<file path="src/rtl/gfs_pkg.sv">
// Package for the frame sync and CRC-32 checker: queue entry type, operation codes,
// register indexes, sync constants and the byte-wide reflected CRC update.
// Depends on nothing; every other file imports it.
package gfs_pkg;

    localparam logic [31:0] SYNC_WORD       = 32'hAA44121C;
    localparam logic [7:0]  SYNC_BYTES [4]  = '{8'hAA, 8'h44, 8'h12, 8'h1C};
    localparam int          MIN_FRAME_BYTES = 8;
    localparam int          FRAME_LEN_W     = 11;
    localparam int          CFG_INDEX_W     = 8;

    localparam logic [CFG_INDEX_W-1:0] CFG_CRC_POLYNOMIAL = 8'd0;
    localparam logic [CFG_INDEX_W-1:0] CFG_FRAME_LENGTH   = 8'd1;

    localparam logic [31:0]            RESET_POLYNOMIAL   = 32'hEDB88320;
    localparam logic [FRAME_LEN_W-1:0] RESET_FRAME_LENGTH = 11'd112;

    localparam int QDEPTH = 4;
    localparam int QPTR_W = 2;
    localparam int QCNT_W = 3;

    localparam logic [1:0] OP_SYNC  = 2'd0;
    localparam logic [1:0] OP_CRC   = 2'd1;
    localparam logic [1:0] OP_TRAIL = 2'd2;
    localparam logic [1:0] OP_LAST  = 2'd3;

    typedef struct packed {
        logic [1:0] code;
        logic [7:0] data_byte;
    } t_op;

    function automatic logic [31:0] crc_byte(input logic [31:0] crc, input logic [7:0] b,
                                             input logic [31:0] poly);
        logic [31:0] t;
        t = {24'h0, crc[7:0] ^ b};
        for (int k = 0; k < 8; k++) begin
            if (t[0]) begin
                t = (t >> 1) ^ poly;
            end else begin
                t = t >> 1;
            end
        end
        return {8'h00, crc[31:8]} ^ t;
    endfunction

endpackage

</file>
<file path="src/rtl/gfs_if.sv">
// Handshake channels of the frame sync and CRC-32 checker: byte input, result output
// and configuration write. Depends on gfs_pkg.
interface gfs_byte_if import gfs_pkg::*; ();
    logic       valid;
    logic       ready;
    logic [7:0] data_byte;

    modport source (output valid, output data_byte, input ready);
    modport sink (input valid, input data_byte, output ready);
endinterface

interface gfs_res_if import gfs_pkg::*; ();
    logic        valid;
    logic        ready;
    logic        crc_ok;
    logic [31:0] computed_crc;
    logic [31:0] received_crc;

    modport source (output valid, output crc_ok, output computed_crc, output received_crc,
                    input ready);
    modport sink (input valid, input crc_ok, input computed_crc, input received_crc,
                  output ready);
endinterface

interface gfs_cfg_if import gfs_pkg::*; ();
    logic                   valid;
    logic                   ready;
    logic [CFG_INDEX_W-1:0] index;
    logic [31:0]            data;

    modport source (output valid, output index, output data, input ready);
    modport sink (input valid, input index, input data, output ready);
endinterface

</file>
<file path="src/rtl/gfs_front.sv">
// Front end: sync word hunt, frame byte counting and classification of each byte
// into a queue operation. Depends on gfs_pkg.
module gfs_front import gfs_pkg::*; #(
    parameter int MAX_FRAME_BYTES = 1024
) (
    input  logic                   i_clk,
    input  logic                   i_rst_n,
    input  logic                   i_accept,
    input  logic [7:0]             i_data_byte,
    input  logic [FRAME_LEN_W-1:0] i_frame_length,
    output logic                   o_push,
    output t_op                    o_op
);

    localparam int CNT_W = $clog2(MAX_FRAME_BYTES);
    localparam int LEN_W = $clog2(MAX_FRAME_BYTES + 1);
    localparam int EW    = (LEN_W > FRAME_LEN_W) ? LEN_W : FRAME_LEN_W;
    localparam logic [EW-1:0] MAX_LEN = EW'(MAX_FRAME_BYTES);
    localparam logic [EW-1:0] MIN_LEN = EW'(MIN_FRAME_BYTES);

    logic [31:0]      r_window, n_window;
    logic             r_in_frame, n_in_frame;
    logic [CNT_W-1:0] r_count, n_count;

    logic [EW-1:0] w_len_raw, w_len, w_pos;
    logic [31:0]   w_window;
    logic          w_is_crc, w_is_last;

    assign w_len_raw = EW'(i_frame_length);
    assign w_len     = (w_len_raw < MIN_LEN) ? MIN_LEN :
                       (w_len_raw > MAX_LEN) ? MAX_LEN : w_len_raw;
    assign w_pos     = EW'(r_count);
    assign w_is_crc  = w_pos < (w_len - EW'(4));
    assign w_is_last = w_pos >= (w_len - EW'(1));
    assign w_window  = {r_window[23:0], i_data_byte};

    always_comb begin
        n_window       = r_window;
        n_in_frame     = r_in_frame;
        n_count        = r_count;
        o_push         = 1'b0;
        o_op.code      = OP_CRC;
        o_op.data_byte = i_data_byte;
        if (i_accept) begin
            if (!r_in_frame) begin
                n_window = w_window;
                if (w_window == SYNC_WORD) begin
                    o_push     = 1'b1;
                    o_op.code  = OP_SYNC;
                    n_in_frame = 1'b1;
                    n_count    = CNT_W'(4);
                end
            end else begin
                o_push = 1'b1;
                if (w_is_last) begin
                    o_op.code  = OP_LAST;
                    n_in_frame = 1'b0;
                    n_window   = 32'h0;
                    n_count    = '0;
                end else begin
                    o_op.code = w_is_crc ? OP_CRC : OP_TRAIL;
                    n_count   = CNT_W'(r_count + 1'b1);
                end
            end
        end
    end

    always_ff @(posedge i_clk) begin
        if (!i_rst_n) begin
            r_window   <= 32'h0;
            r_in_frame <= 1'b0;
            r_count    <= '0;
        end else begin
            r_window   <= n_window;
            r_in_frame <= n_in_frame;
            r_count    <= n_count;
        end
    end

    a_count_in_frame: assert property (@(posedge i_clk) disable iff (!i_rst_n)
        r_in_frame |-> r_count >= CNT_W'(4))
        else $error("Frame byte count below the sync length inside a frame.");

    a_count_hunting: assert property (@(posedge i_clk) disable iff (!i_rst_n)
        !r_in_frame |-> r_count == '0)
        else $error("Frame byte count not cleared while hunting.");

    a_hunt_push_sync: assert property (@(posedge i_clk) disable iff (!i_rst_n)
        (!r_in_frame && o_push) |-> o_op.code == OP_SYNC)
        else $error("An item other than the sync mark was queued while hunting.");

endmodule

</file>
<file path="src/rtl/gfs_queue.sv">
// Short queue of classified operations between the front end and the CRC back end.
// Depends on gfs_pkg.
module gfs_queue import gfs_pkg::*; (
    input  logic i_clk,
    input  logic i_rst_n,
    input  logic i_push,
    input  t_op  i_op,
    input  logic i_pop,
    output logic o_valid,
    output logic o_full,
    output t_op  o_op
);

    t_op               r_mem [QDEPTH];
    logic [QPTR_W-1:0] r_wr_ptr, r_rd_ptr;
    logic [QCNT_W-1:0] r_count;
    logic              w_push, w_pop;

    assign o_valid = r_count != '0;
    assign o_full  = r_count == QCNT_W'(QDEPTH);
    assign o_op    = r_mem[r_rd_ptr];
    assign w_push  = i_push && !o_full;
    assign w_pop   = i_pop && o_valid;

    always_ff @(posedge i_clk) begin
        if (w_push) begin
            r_mem[r_wr_ptr] <= i_op;
        end
    end

    always_ff @(posedge i_clk) begin
        if (!i_rst_n) begin
            r_wr_ptr <= '0;
            r_rd_ptr <= '0;
            r_count  <= '0;
        end else begin
            if (w_push) begin
                r_wr_ptr <= r_wr_ptr + 1'b1;
            end
            if (w_pop) begin
                r_rd_ptr <= r_rd_ptr + 1'b1;
            end
            if (w_push && !w_pop) begin
                r_count <= r_count + 1'b1;
            end else if (w_pop && !w_push) begin
                r_count <= r_count - 1'b1;
            end
        end
    end

endmodule

</file>
<file path="src/rtl/gfs_back.sv">
// Back end: running CRC and trailer assembly, result register, and the sync-word
// CRC that is recomputed after reset and after each polynomial write. Depends on gfs_pkg.
module gfs_back import gfs_pkg::*; (
    input  logic        i_clk,
    input  logic        i_rst_n,
    input  logic        i_op_valid,
    input  t_op         i_op,
    output logic        o_op_ready,
    input  logic [31:0] i_poly,
    input  logic        i_poly_wr,
    output logic        o_pre_busy,
    gfs_res_if.source   o_res
);

    logic [31:0] r_crc, r_trail, r_pre_crc;
    logic        r_pre_busy;
    logic [1:0]  r_pre_idx;
    logic        r_out_valid, r_out_ok;
    logic [31:0] r_out_computed, r_out_received;

    logic        w_pop;
    logic [31:0] w_trail;

    assign o_op_ready = (i_op.code != OP_LAST) || !r_out_valid || o_res.ready;
    assign w_pop      = i_op_valid && o_op_ready;
    assign w_trail    = {i_op.data_byte, r_trail[31:8]};
    assign o_pre_busy = r_pre_busy;

    assign o_res.valid        = r_out_valid;
    assign o_res.crc_ok       = r_out_ok;
    assign o_res.computed_crc = r_out_computed;
    assign o_res.received_crc = r_out_received;

    always_ff @(posedge i_clk) begin
        if (!i_rst_n) begin
            r_crc       <= 32'h0;
            r_trail     <= 32'h0;
            r_out_valid <= 1'b0;
        end else begin
            if (r_out_valid && o_res.ready) begin
                r_out_valid <= 1'b0;
            end
            if (w_pop) begin
                case (i_op.code)
                    OP_SYNC: begin
                        r_crc   <= r_pre_crc;
                        r_trail <= 32'h0;
                    end
                    OP_CRC: begin
                        r_crc <= crc_byte(r_crc, i_op.data_byte, i_poly);
                    end
                    OP_TRAIL: begin
                        r_trail <= w_trail;
                    end
                    OP_LAST: begin
                        r_out_valid <= 1'b1;
                        r_crc       <= 32'h0;
                        r_trail     <= 32'h0;
                    end
                    default: begin
                        r_crc <= r_crc;
                    end
                endcase
            end
        end
    end

    always_ff @(posedge i_clk) begin
        if (w_pop && i_op.code == OP_LAST) begin
            r_out_ok       <= r_crc == w_trail;
            r_out_computed <= r_crc;
            r_out_received <= w_trail;
        end
    end

    always_ff @(posedge i_clk) begin
        if (!i_rst_n) begin
            r_pre_busy <= 1'b1;
            r_pre_idx  <= 2'd0;
            r_pre_crc  <= 32'h0;
        end else if (i_poly_wr) begin
            r_pre_busy <= 1'b1;
            r_pre_idx  <= 2'd0;
            r_pre_crc  <= 32'h0;
        end else if (r_pre_busy) begin
            r_pre_crc <= crc_byte(r_pre_crc, SYNC_BYTES[r_pre_idx], i_poly);
            r_pre_idx <= r_pre_idx + 1'b1;
            if (r_pre_idx == 2'd3) begin
                r_pre_busy <= 1'b0;
            end
        end
    end

    a_last_gives_result: assert property (@(posedge i_clk) disable iff (!i_rst_n)
        (w_pop && i_op.code == OP_LAST) |=> r_out_valid)
        else $error("Frame end did not load the result register.");

    a_result_flag: assert property (@(posedge i_clk) disable iff (!i_rst_n)
        r_out_valid |-> (o_res.crc_ok == (o_res.computed_crc == o_res.received_crc)))
        else $error("Match flag disagrees with the two CRC values.");

    a_no_overwrite: assert property (@(posedge i_clk) disable iff (!i_rst_n)
        (r_out_valid && !o_res.ready) |-> !(w_pop && i_op.code == OP_LAST))
        else $error("A waiting result was overwritten.");

endmodule

</file>
<file path="src/rtl/gfs_pkg_dummy_guard.sv">
// Configuration register file of the frame sync and CRC-32 checker: polynomial and
// frame length, with a strobe on each polynomial write. Depends on gfs_pkg and gfs_if.
module gfs_cfg_regs import gfs_pkg::*; (
    input  logic                   i_clk,
    input  logic                   i_rst_n,
    gfs_cfg_if.sink                i_cfg,
    output logic [31:0]            o_poly,
    output logic [FRAME_LEN_W-1:0] o_frame_length,
    output logic                   o_poly_wr
);

    logic [31:0]            r_poly;
    logic [FRAME_LEN_W-1:0] r_frame_length;
    logic                   w_write;

    assign i_cfg.ready    = 1'b1;
    assign w_write        = i_cfg.valid && i_cfg.ready;
    assign o_poly_wr      = w_write && (i_cfg.index == CFG_CRC_POLYNOMIAL);
    assign o_poly         = r_poly;
    assign o_frame_length = r_frame_length;

    always_ff @(posedge i_clk) begin
        if (!i_rst_n) begin
            r_poly         <= RESET_POLYNOMIAL;
            r_frame_length <= RESET_FRAME_LENGTH;
        end else if (w_write) begin
            case (i_cfg.index)
                CFG_CRC_POLYNOMIAL: begin
                    r_poly <= i_cfg.data;
                end
                CFG_FRAME_LENGTH: begin
                    r_frame_length <= i_cfg.data[FRAME_LEN_W-1:0];
                end
                default: begin
                    r_poly <= r_poly;
                end
            endcase
        end
    end

endmodule

</file>
<file path="src/rtl/gnss_frame_sync_crc32_check.sv">
// Channel   Role    Payload
// i_byte    sink    data_byte[7:0]
// o_res     source  crc_ok, computed_crc[31:0], received_crc[31:0]
// i_cfg     sink    index[7:0], data[31:0]; 0 polynomial, 1 frame length
//
// One byte is taken per cycle while the queue has room; the back end updates the CRC
// one byte per cycle unless a waiting result stalls it. Reset is synchronous; after
// reset and each polynomial write, input is held while the sync-word CRC is recomputed.
// A frame result waits in an output register while following bytes are still taken,
// until the four-entry operation queue fills.
module gnss_frame_sync_crc32_check import gfs_pkg::*; #(
    parameter int MAX_FRAME_BYTES = 1024
) (
    input  logic      i_clk,
    input  logic      i_rst_n,
    gfs_byte_if.sink  i_byte,
    gfs_res_if.source o_res,
    gfs_cfg_if.sink   i_cfg
);

    logic [31:0]            w_poly;
    logic [FRAME_LEN_W-1:0] w_frame_length;
    logic                   w_poly_wr, w_pre_busy;
    logic                   w_accept, w_push, w_q_valid, w_q_full, w_op_ready;
    t_op                    w_front_op, w_q_op;

    assign i_byte.ready = !w_q_full && !w_pre_busy;
    assign w_accept     = i_byte.valid && i_byte.ready;

    gfs_cfg_regs u_cfg (
        .i_clk          (i_clk),
        .i_rst_n        (i_rst_n),
        .i_cfg          (i_cfg),
        .o_poly         (w_poly),
        .o_frame_length (w_frame_length),
        .o_poly_wr      (w_poly_wr)
    );

    gfs_front #(
        .MAX_FRAME_BYTES (MAX_FRAME_BYTES)
    ) u_front (
        .i_clk          (i_clk),
        .i_rst_n        (i_rst_n),
        .i_accept       (w_accept),
        .i_data_byte    (i_byte.data_byte),
        .i_frame_length (w_frame_length),
        .o_push         (w_push),
        .o_op           (w_front_op)
    );

    gfs_queue u_queue (
        .i_clk   (i_clk),
        .i_rst_n (i_rst_n),
        .i_push  (w_push),
        .i_op    (w_front_op),
        .i_pop   (w_op_ready),
        .o_valid (w_q_valid),
        .o_full  (w_q_full),
        .o_op    (w_q_op)
    );

    gfs_back u_back (
        .i_clk      (i_clk),
        .i_rst_n    (i_rst_n),
        .i_op_valid (w_q_valid),
        .i_op       (w_q_op),
        .o_op_ready (w_op_ready),
        .i_poly     (w_poly),
        .i_poly_wr  (w_poly_wr),
        .o_pre_busy (w_pre_busy),
        .o_res      (o_res)
    );

endmodule
</file>
<file path="src/flat_wrapper.sv">
// flat-port wrapper written by rule: the top's interface ports become plain ports
module gnss_frame_sync_crc32_check_flat import gfs_pkg::*;
#(
    parameter int MAX_FRAME_BYTES = 1024
)
  (i_clk, i_rst_n, i_byte_valid, i_byte_data_byte, i_byte_ready, o_res_valid, o_res_crc_ok, o_res_computed_crc, o_res_received_crc, o_res_ready, i_cfg_valid, i_cfg_index, i_cfg_data, i_cfg_ready);
  gfs_byte_if i_byte_i ();
  gfs_res_if o_res_i ();
  gfs_cfg_if i_cfg_i ();
  input  logic i_clk;
  input  logic i_rst_n;
  input wire logic [$bits(i_byte_i.valid)-1:0] i_byte_valid;
  input wire logic [$bits(i_byte_i.data_byte)-1:0] i_byte_data_byte;
  output wire logic [$bits(i_byte_i.ready)-1:0] i_byte_ready;
  output wire logic [$bits(o_res_i.valid)-1:0] o_res_valid;
  output wire logic [$bits(o_res_i.crc_ok)-1:0] o_res_crc_ok;
  output wire logic [$bits(o_res_i.computed_crc)-1:0] o_res_computed_crc;
  output wire logic [$bits(o_res_i.received_crc)-1:0] o_res_received_crc;
  input wire logic [$bits(o_res_i.ready)-1:0] o_res_ready;
  input wire logic [$bits(i_cfg_i.valid)-1:0] i_cfg_valid;
  input wire logic [$bits(i_cfg_i.index)-1:0] i_cfg_index;
  input wire logic [$bits(i_cfg_i.data)-1:0] i_cfg_data;
  output wire logic [$bits(i_cfg_i.ready)-1:0] i_cfg_ready;
  assign i_byte_i.valid = i_byte_valid;
  assign i_byte_i.data_byte = i_byte_data_byte;
  assign i_byte_ready = i_byte_i.ready;
  assign o_res_valid = o_res_i.valid;
  assign o_res_crc_ok = o_res_i.crc_ok;
  assign o_res_computed_crc = o_res_i.computed_crc;
  assign o_res_received_crc = o_res_i.received_crc;
  assign o_res_i.ready = o_res_ready;
  assign i_cfg_i.valid = i_cfg_valid;
  assign i_cfg_i.index = i_cfg_index;
  assign i_cfg_i.data = i_cfg_data;
  assign i_cfg_ready = i_cfg_i.ready;
  gnss_frame_sync_crc32_check #(.MAX_FRAME_BYTES(MAX_FRAME_BYTES)) u_core (.i_clk(i_clk), .i_rst_n(i_rst_n), .i_byte(i_byte_i), .o_res(o_res_i), .i_cfg(i_cfg_i));
endmodule
</file>
<file path="config.mk">
export PLATFORM = sky130hd
export DESIGN_NAME = gnss_frame_sync_crc32_check_flat
export DESIGN_NICKNAME = d
export VERILOG_FILES = /design/src/rtl/gfs_pkg.sv /design/src/rtl/gfs_if.sv /design/src/rtl/gfs_front.sv /design/src/rtl/gfs_queue.sv /design/src/rtl/gfs_back.sv /design/src/rtl/gfs_pkg_dummy_guard.sv /design/src/rtl/gnss_frame_sync_crc32_check.sv /design/src/flat_wrapper.sv
export SDC_FILE = /design/constraint.sdc
export NUM_CORES = 1
export LEC_CHECK = 0
export ABC_CLOCK_PERIOD_IN_PS = 5740
export BUFFER_PORTS_ARGS = -buffer_cell sky130_fd_sc_hd__buf_2
export CORE_UTILIZATION = 35
export CTS_BUF_LIST = sky130_fd_sc_hd__clkbuf_4 sky130_fd_sc_hd__clkbuf_8 sky130_fd_sc_hd__clkbuf_16
export DETAILED_ROUTE_END_ITERATION = 6
export GPL_ROUTABILITY_DRIVEN = 0
export SLEW_MARGIN = 20
export SYNTH_ARGS = -nofsm -noshare
export SYNTH_HDL_FRONTEND = slang
export SYNTH_SLANG_ARGS = --single-unit
</file>
<file path="constraint.sdc">
create_clock -name i_clk -period 5.74 [get_ports i_clk]
set_input_delay 0.574 -clock i_clk [delete_from_list [all_inputs] [get_ports i_clk]]
set_output_delay 0.574 -clock i_clk [all_outputs]
set_load 0.02 [all_outputs]
</file>
==> results.py <==
metrics = {
    "synth": {
        "syn_inst": 2314,
        "syn_avg_cell_area_um2": 8.403,
        "synth.ff_latch_count": 284,
        "yosysUniqueCellTypes": 81,
        "ys_async_sr_fraction_pct": 0,
        "ys_seq_area_share_pct": 34.65,
        "yosys_warnings": 0,
        "mappedNetlistNets": 2404,
        "synth_edf_count": 105,
        "ys.flop_type": "dfxtp_1",
        "synthesis.area_um2": 19440,
    },
    "routing": {
        "dr_total_vias": 15658,
        "drtIter0Drc": 1466,
        "firstDrtPassIters": 5,
        "drt-total-wl_mm": 54.30,
        "vias_per_cell": 5.041,
        "route.detailed.drc": 0,
        "avgRoutedWirePerCell_um": 17.48,
        "ant_nets": 0,
    },
    "timing": {
        "fin_crit_sh_pct": 88.93,
        "whs_ns": 0.2407,
        "tightest_slew_ns": 1.046,
        "drv_slew": 0,
        "min_period_ns": 5.105,
        "rsz0062_at_grt": "no",
        "setup_viol": 0,
        "relSlewSlack_pct": 30.24,
        "finalSetupTns_ns": 0,
        "hold_viol_final": 0,
        "fmax_mhz": 195.9,
        "finalClockSkew_ns": 0.03478,
        "setup_slack_ns": 0.6355,
    },
    "placement": {
        "dp_slack_ns": 0.6547,
        "portBuffers": 119,
        "dp.final_hpwl_mm": 37.98,
        "place_area_um2": 20650,
        "placedCellCount": 3044,
    },
    "critical_path": {
        "path_common_cell": "a21o_1",
        "max_stage_delay_ns": 0.66,
        "crit_required_ns": 6.23,
        "start_kind": "flop",
        "r2r_slack_ns": 0.64,
        "path_class": "reg -> reg",
        "crit_end": "u_core.u_front.r_window[4]",
        "path_cells": "or4_1, nor3_1, o21ai_0, ha_1, a21boi_1, buf_4, xnor2_1, ha_1, a21o_1, a21o_1, a21o_1, a21o_1, a21oi_1, nor2b_1, o221ai_1, a21o_1, a22oi_1, nor2_1",
        "r2r_cells": 18,
        "critPathLaunch": "u_core.u_cfg.o_frame_length[4]",
        "regToRegEndpoint": "u_core.u_front.r_window[4]",
        "rr_startpoint": "u_core.u_cfg.o_frame_length[4]",
        "critPathMaxFanout": 24,
        "end_kind": "flop",
        "crit_arrival_ns": 5.60,
        "crit_slowest_cell": "a21o_1",
    },
    "die": {
        "die-area_um2": 56500,
        "row_count": 86,
        "io_pins": 121,
        "die_w_um": 237.7,
        "core_area_um2": 54990,
        "initial_utilization_pct": 35.36,
        "die_h_um": 237.7,
    },
    "clock_tree": {
        "postCtsSetupRepairBufs": 0,
        "clk_pin_slew_ns": 0.06,
        "ctsHoldBuffers": 0,
        "clock-sinks": 284,
        "cts_tree": "built",
        "clockBufferDepth": 3,
        "root_buffer": "clkbuf_16",
        "htree_levels": 2,
        "insertion_delay_ns": 0.57,
        "cts_inserted_buffers": 35,
        "cts.repair.resized": 0,
    },
    "outcome": {
        "outcome": "finished clean",
    },
    "global_routing": {
        "gr-total-overflow": 0,
        "grt_pass1_vias": 15034,
        "antenna_found_initial": 1,
        "grt_start_max_net_pins": 91,
        "grt_pass1_wl_mm": 85.46,
        "grt_usage_pct": 19.06,
    },
    "layout": {
        "final_cells": 3106,
        "final_area_um2": 21850,
        "antennaDiodeCount": 0,
        "synthToLayoutAreaGrowth_pct": 12.36,
        "drive_gt1_share_pct": 12.93,
        "final_net_count": 2423,
    },
    "hold_path": {
        "min_from": "i_cfg_data[20]",
        "hold_path.class": "in -> reg",
    },
    "pwr": {
        "p_per_area_nw_per_um2": 555.1,
        "p_leak_nw": 8.446,
        "ir_worst_vdd_uv": 307.5,
    },
    "flow_run": {
        "max-cap-violations": 0,
    },
}
-- per-stage QoR --
step / util, % / power [W]
floorplan: - / 0.008750
global placement: 37.56 / 0.009757
detailed placement: 37.56 / 0.009867
CTS: 39.73 / 0.01220
global route: 39.73 / 0.01295
finish: 39.73 / 0.01213
-- final cells by class --
class / count / area, um2
well taps: 748 / 935.9
repair buffers: 166 / 973.4
fillers: 5413 / 33140
inverters: 22 / 83.83
clock inverters: 18 / 215.2
multi-input cells: 1824 / 11920
clock buffers: 44 / 979.7
flip-flops and latches: 284 / 6736
-- synth_stat cells, types with 4 or more instances --
master / n / area (um2)
nand4_1: 17 / 106.4
mux2i_1: 24 / 240.2
inv_1: 19 / 71.32
a21oi_1: 113 / 565.5
nor2_1: 120 / 450.4
buf_1: 17 / 63.81
nor3b_1: 27 / 202.7
nand2_2: 20 / 125.1
a211oi_1: 4 / 30.03
or3_1: 5 / 31.28
o22ai_1: 31 / 193.9
nor2b_1: 30 / 187.7
o211ai_1: 6 / 45.04
nor3_1: 8 / 40.04
xor2_1: 56 / 490.5
clkbuf_1: 133 / 499.2
buf_4: 5 / 37.54
nor4b_1: 4 / 35.03
and2_1: 12 / 75.07
buf_6: 4 / 45.04
nand3_1: 34 / 170.2
and3_1: 41 / 256.5
a31oi_1: 5 / 31.28
xnor2_1: 459 / 4020
nor4_1: 7 / 43.79
o21a_1: 4 / 30.03
mux4_2: 10 / 225.2
a22oi_1: 27 / 202.7
xnor2_2: 20 / 325.3
and3b_1: 4 / 35.03
mux2_2: 5 / 56.30
dfxtp_1: 179 / 3583
ha_1: 36 / 450.4
a32oi_1: 4 / 35.03
o21ai_0: 57 / 285.3
nand2_1: 551 / 2068
edfxtp_1: 105 / 3153
a21o_1: 13 / 97.59
buf_2: 25 / 125.1
nand2b_1: 10 / 62.56
-- state kept, by name, summed over array words and instances (netlist names), named ones only --
register and count:
u_core.u_back.o_res.received_crc 32, u_core.u_back.r_pre_idx 2, u_core.u_queue.r_rd_ptr 2, u_core.u_back.r_crc 32
u_core.u_queue.r_count 3, u_core.u_cfg.o_frame_length 11, u_core.u_queue.r_mem 40, u_core.u_cfg.o_poly 32
u_core.u_front.r_in_frame 1, u_core.u_back.r_pre_crc 32, u_core.u_back.o_res.valid 1, u_core.u_front.r_window 24
u_core.u_back.o_pre_busy 1, u_core.u_back.r_trail 24, u_core.u_back.o_res.crc_ok 1, u_core.u_front.r_count 10
u_core.u_back.o_res.computed_crc 32, u_core.u_queue.r_wr_ptr 2
-- critical path: cells and delay by family (launching register included) --
kind                       cells  cell delay [ns]
AOI/OAI and AO/OA             10             2.47
xor gates and xnor gates       1             0.17
buffers and inverters          1             0.17
adders and majority gates      2             0.62
and+or+nand+nor                4             1.27
DFF                            1             0.37
-- cells by family (layout without fill, tap and decap cells) --
logic type	Yosys count	in the layout	synth area share [%]
and+or+nand+nor	903	903	20.59
muxes	41	41	2.799
xor gates and xnor gates	541	541	25.57
DFF	284	284	34.65
adders and majority gates	37	37	2.420
buffers and inverters	206	250	4.389
other	1	1	0.01929
AOI/OAI and AO/OA	301	301	9.575
-- power by group --
| group | switching (W) | internal [W] | leakage (nW) | total (W) |
|---|---|---|---|---|
| sequential | 0.000242 | 0.00229 | 2.48 | 0.00253 |
| combinational | 0.00366 | 0.00365 | 5.37 | 0.00731 |
| clock | 0.000925 | 0.00136 | 0.593 | 0.00229 |
| total | 0.00483 | 0.00730 | 8.45 | 0.0121 |
-- placed cells by master, fill, tap and decap left out, drive strengths merged, types with 8 or more instances in the layout --
cell,count
a21o,13
a21oi,113
a22oi,27
and2,12
and3,42
buf,166
clkbuf,44
clkinv,14
dfxtp,179
edfxtp,105
ha,36
inv,22
mux2i,24
mux4,10
nand2,571
nand2b,10
nand3,34
nand4,17
nor2,121
nor2b,30
nor3,8
nor3b,27
nor4,8
o21ai,60
o22ai,31
xnor2,480
xor2,57
-- worst min-delay path by stage --
stage	cells after the start	end	slack [ns]
global placement	2	u_core.u_cfg.o_poly[7]	0.45
floorplan	0	u_core.u_back.o_res.computed_crc[0]	0.45
global route	3	u_core.u_cfg.o_poly[20]	0.26
CTS	3	u_core.u_cfg.o_poly[21]	0.24
finish	3	u_core.u_cfg.o_poly[20]	0.24
detailed placement	2	u_core.u_cfg.o_poly[7]	0.46
-- per-layer routing --
| metal | GRT usage (%) | wire, um | share of wire [%] | up-vias |
|---|---|---|---|---|
| met4 | 6.569 | 1603 | 3.0 | 0 |
| met2 | 31.82 | 25570 | 47 | 442 |
| met1 | 25.33 | 24630 | 45 | 7463 |
| li1 | - | - | - | 7663 |
| met5 | 0 | 0 | 0 | - |
| met3 | 2.299 | 2492 | 4.6 | 90 |
Power figures use the tool's default switching activity.
